===== src/design/rrmc_pkg.sv =====
package rrmc_pkg;

    localparam int BUILD_W   = 6;
    localparam int DESTROY_W = 6;
    localparam int TOTAL_W   = 17;
    localparam int CFG_W     = 7;
    localparam int WEIGHT_W  = 7;
    localparam int PADDR_W   = 3;
    localparam int PDATA_W   = 32;

    localparam logic [CFG_W-1:0] NODE_COUNT_RESET = 7'd1;
    localparam int               REG_NODE_COUNT   = 0;

    typedef struct packed {
        logic load;
        logic start;
        logic scan_init;
        logic scan_issue;
        logic update;
        logic adj_read;
        logic adj_acc;
        logic out_load;
    } t_cmd;

    typedef struct packed {
        logic more_nodes;
        logic scan_last;
        logic found;
        logic out_free;
    } t_sts;

endpackage


===== src/design/rrmc_ctrl.sv =====
module rrmc_ctrl (
    input  logic            i_clk,
    input  logic            i_rst_n,
    input  logic            i_in_valid,
    input  logic            i_in_last,
    output logic            o_in_ready,
    output rrmc_pkg::t_cmd  o_cmd,
    input  rrmc_pkg::t_sts  i_sts
);
    import rrmc_pkg::*;

    localparam logic [2:0] S_IDLE    = 3'd0;
    localparam logic [2:0] S_CHECK   = 3'd1;
    localparam logic [2:0] S_SCAN    = 3'd2;
    localparam logic [2:0] S_DRAIN   = 3'd3;
    localparam logic [2:0] S_UPDATE  = 3'd4;
    localparam logic [2:0] S_ADJ_RD  = 3'd5;
    localparam logic [2:0] S_ADJ_ACC = 3'd6;
    localparam logic [2:0] S_FINISH  = 3'd7;

    logic [2:0] r_state;
    logic [2:0] n_state;

    always_ff @(posedge i_clk) begin
        if (!i_rst_n) begin
            r_state <= S_IDLE;
        end else begin
            r_state <= n_state;
        end
    end

    always_comb begin
        n_state    = r_state;
        o_cmd      = '0;
        o_in_ready = 1'b0;
        case (r_state)
            S_IDLE: begin
                o_in_ready = 1'b1;
                if (i_in_valid) begin
                    o_cmd.load = 1'b1;
                    if (i_in_last) begin
                        o_cmd.start = 1'b1;
                        n_state     = S_CHECK;
                    end
                end
            end
            S_CHECK: begin
                if (i_sts.more_nodes) begin
                    o_cmd.scan_init = 1'b1;
                    n_state         = S_SCAN;
                end else begin
                    n_state = S_FINISH;
                end
            end
            S_SCAN: begin
                o_cmd.scan_issue = 1'b1;
                if (i_sts.scan_last) begin
                    n_state = S_DRAIN;
                end
            end
            S_DRAIN: begin
                n_state = S_UPDATE;
            end
            S_UPDATE: begin
                if (i_sts.found) begin
                    o_cmd.update = 1'b1;
                    n_state      = S_ADJ_RD;
                end else begin
                    n_state = S_FINISH;
                end
            end
            S_ADJ_RD: begin
                o_cmd.adj_read = 1'b1;
                n_state        = S_ADJ_ACC;
            end
            S_ADJ_ACC: begin
                o_cmd.adj_acc = 1'b1;
                n_state       = S_CHECK;
            end
            S_FINISH: begin
                if (i_sts.out_free) begin
                    o_cmd.out_load = 1'b1;
                    n_state        = S_IDLE;
                end
            end
            default: begin
                n_state = S_IDLE;
            end
        endcase
    end

endmodule


===== config.mk =====
export PLATFORM = sky130hd
export DESIGN_NAME = rrmc_ctrl
export DESIGN_NICKNAME = d
export VERILOG_FILES = /design/src/design/rrmc_pkg.sv /design/src/design/rrmc_ctrl.sv
export SDC_FILE = /design/constraint.sdc
export NUM_CORES = 1
export LEC_CHECK = 0
export BUFFER_PORTS_ARGS = -buffer_cell sky130_fd_sc_hd__buf_2
export CORE_AREA = 2 2 39 41
export CTS_CLUSTER_SIZE = 40
export DETAILED_ROUTE_END_ITERATION = 8
export DIE_AREA = 0 0 41 43
export PLACE_DENSITY = 0.5
export SYNTH_ARGS = -nofsm -noshare
export SYNTH_HDL_FRONTEND = slang
export SYNTH_SLANG_ARGS = --single-unit

===== constraint.sdc =====
create_clock -name i_clk -period 1.1 [get_ports i_clk]
set_clock_uncertainty 0.05 [all_clocks]
set_input_delay 0.11 -clock i_clk [delete_from_list [all_inputs] [get_ports i_clk]]
set_output_delay 0.11 -clock i_clk [all_outputs]
set_load 0.02 [all_outputs]

# Yosys cells after proc, flatten, opt, wreduce, memory -nomap -nowiden
# Cells that the tools add are included.
[totals] register_bits=3 elab_cells=34 input_bits=8 out_inout_bits=9
[classes] mux=20 reduce_logical=2 n_eq_ne=11
[op_table] operator="3-bit case mux with 8 select lines" n=1
[op_table] operator="3-bit two-way mux" n=5
[op_table] operator="3-bit equality test (second input constant)" n=4
[op_table] operator="1-bit two-way mux" n=11
[op_table] operator="2-bit != test (second input constant)" n=4
[op_table] operator="3-bit by 2-bit equality test with 1-bit output (second input constant)" n=2
[op_table] operator="2-bit two-way mux" n=3
[op_table] operator="4-bit AND reduction" n=1
[op_table] operator="3-bit by 1-bit equality test with 1-bit output (second input constant)" n=1
[op_table] operator="3-bit zero test" n=1

# Depth between registers and ports, before layout
[logic_depth] ltp_word=3 mapped_depth=4 mapped_depth_nobuf=3

# Worst setup path after synthesis
# OpenSTA, ideal clock, no wires.
[synth_timing] path_type="flip-flop to output port" start="register r_state[2]" end="output o_cmd[3] (netlist name)" n_path_buf=1 t_required_ns=0.940 stages_incl_launch_ff=4 slack_ns=-0.329 arrival_time_ns=1.269 path_cell_list="dfxtp_1 buf_6 inv_1 nor4b_1"
[synth_lines] item="start, declared" line_no="rrmc_ctrl.sv:21" rtl="logic [2:0] r_state;"
[synth_lines] item="start signal, assigned" line_no="rrmc_ctrl.sv:28" rtl="r_state <= n_state;"
[synth_lines] item="end, declared" line_no="rrmc_ctrl.sv:7" rtl="output rrmc_pkg::t_cmd o_cmd,"

==> qor.txt <==
Row count -> 14
Crit path launch -> r_state[2]
Die ar. -> 0.00176 mm²
Worst-path clk slew -> 40 ps
Area of all placed cells without fillers -> 557 µm²
Largest net degree at the start of global routing -> 8
Failing checks -> setup timing
Reg-to-Reg End -> r_state[0]
Hold endpoint -> r_state[1]
Die W -> 41 µm
Ys Warns -> 0
VDD IR-drop max -> 0.328 mV
Post-DR wirelength/cell -> 11.2 µm
Syn avg cell area -> 7.80 µm²
Slew headroom -> 81.9%
Synth area leaders -> dfxtp_1 23%, o311ai_2 6.1%, nor3_1 5.7%
Period utilization -> 117%
Worst Tran Pin Value -> 271 ps
Most frequent cells in the layout -> 9 x buf_2, 9 x buf_6, 8 x buf_4
Final Hold Violating Endpoints -> 0
Adder-cell area share of the yosys netlist -> 0%
Clock latency on the worst-skew pair -> 230 ps
Compound-Gate Fraction of Synth Area -> 28.3%
Ports -> 17
H-Tree Level Count -> 1
Placer Congestion -> 0.728
Fin worst setup slack -> -191 ps
P&R area growth vs syn -> 110%
CTS buffer count -> 3
Iter 0 DRT Violations -> 2
CP arrival -> 1130 ps
Post-layout minimum cycle time -> 1290 ps
Max reg flops -> 3
Critical path class -> reg2out
R2R cell count -> 4
Grt total ovfl -> 0
Diode count -> 0
Via density per instance -> 4.55
Cell taking the most area after synthesis -> dfxtp_1
Status -> complete, but fails checks
Number of routed nets with antenna violations -> 0
Yosys top cell area share -> 22.6%
Dpl ws -> -71.6 ps
Flop2flop setup slack -> -170 ps
Vias in the first global route -> 339
Seq cells post-synth -> 3
Share of cells above drive strength 1 -> 73.8%
Nets -> 70
DRT Pass-1 Iters -> 2
Detailed-placement wirelength estimate -> 640 µm
Unrepaired setup endpoints after global routing -> true
Placed cell areas -> 423 µm²
Simple-Gate Fraction of Synth Area -> 34.9%
Peak fanout along the critical path -> 4
Leakage -> 0.256 nW
Netlist Area Pre-Place -> 265 µm²
Sinks on Clock Net -> 3
CTS tree -> yes
Worst setup SP type -> flop
Largest regs -> r_state: 3 flops
Fmax -> 775 MHz
Port bufs -> 16
Setup Viol. Count Final -> 12
Final Max Slew Viols -> 0
Share of the yosys chip area belonging to registers -> 22.6%
Global-route wire length before repair -> 1.38 mm
Final Routed Wirelength -> 864 µm
Hold Path Depth -> 2
DRC viols -> 0
Synth Instances -> 34
Synth Area in XOR/XNOR -> 0%
Max cap viols -> 0
Main combinational cell family by area after synthesis -> simple AND/OR/NAND/NOR gates
HP Class -> in2reg
Worst R2R Start -> r_state[0]
Initial antenna violation count -> 0
Core area -> 0.00138 mm²
Vias -> 350
Crit end category -> output pin
Total GRT Usage -> 11.6%
Power density cells -> 1130 mW/mm²
Biggest register -> r_state
Critical hold path startpoint -> i_rst_n
Netlist cell types -> 21
Clock buffer depth -> 2
Initial Utilization -> 19.2%
Post-synth net total -> 42
Post-synthesis mux area share -> 0%
Die Span Y -> 43 µm
WP data required -> 940 ps
CTS Root Cell -> clkbuf_4
cell usage after synthesis, drive strengths merged:
master  instances
nor3            4
buf             3
dfxtp           3
inv             3
nand2           3
a21oi           2
nand2b          2
nor2            2
nor3b           2
a2111o          1
a21boi          1
a311oi          1
a31oi           1
and2            1
and3            1
nor4b           1
o21ai           1
o311a           1
o311ai          1
cells by family (layout without fill, tap and decap cells):
| logic type | after synthesis | after routing |
|---|---|---|
| AOI/OAI and AO/OA | 9 | 9 |
| buffers and inverters | 6 | 33 |
| DFF | 3 | 3 |
| and+or+nand+nor | 16 | 16 |
metrics by stage:
| stage | util, % | instances | TNS (ps) | hold WS, ps | total power, W |
|---|---|---|---|---|---|
| 6_report | 40.2 | 77 | -1640 | 93.3 | 0.000628 |
| 5_1_grt | 40.2 | 77 | -2300 | 87.1 | 0.000682 |
| 4_1_cts | 39.2 | 76 | -1800 | 70.7 | 0.000626 |
| 3_5_place_dp | 30.6 | 70 | -396 | 327 | 0.000365 |
| 3_3_place_gp | 30.6 | 70 | -367 | 323 | 0.000364 |
| 2_1_floorplan | - | 34 | -261 | 191 | 0.000295 |
critical path, stage by stage, from the launching register on:
cell     delay (ps)
dfxtp_2         330
buf_6           120
nor3_4          140
and3_4          210
buf_6           110
worst max path at each step:
| stage | slack, ps | to | depth (start not counted) |
|---|---|---|---|
| finish | -190 | o_cmd[6] | 4 |
| CTS | -210 | o_cmd[6] | 4 |
| floorplan | -90 | o_cmd[6] | 3 |
| detailed placement | -70 | o_cmd[6] | 4 |
| global placement | -80 | r_state[2] | 3 |
| global route | -260 | o_cmd[6] | 4 |
routing by layer:
| metal | up-vias | GRT usage [%] | share of wire (%) |
|---|---|---|---|
| li1 | 179 | - | - |
| met1 | 158 | 13.7 | 43 |
| met2 | 13 | 18.1 | 50 |
| met3 | 0 | 1.57 | 6.5 |
| met4 | 0 | 8.00 | 0 |
| met5 | - | 0 | 0 |
where the power goes:
group	switching (W)	internal, W	total [W]
Clock	0.0000535	0.000136	0.000189
Combinational	0.000129	0.000158	0.000287
Sequential	0.0000285	0.000123	0.000151
area by class of cell:
cell class | instances | area (µm²)
Inverter | 3 | 11.3
Timing Repair Buffer | 26 | 206
Multi-Input combinational cell | 25 | 224
Sequential cell | 3 | 68.8
Fill cell | 144 | 827
Tap cell | 16 | 20.0
Clock buffer | 4 | 26.3
what timing repair did:
item | in CTS | in global routing
endpoints found under the setup margin | 12 | 12
setup buffers | 2 | 1
pin swaps | 6 | 3
hold buffers | 0 | 0
gates resized for setup | 28 | 2
Note: power is estimated with default switching activity, not from simulation.
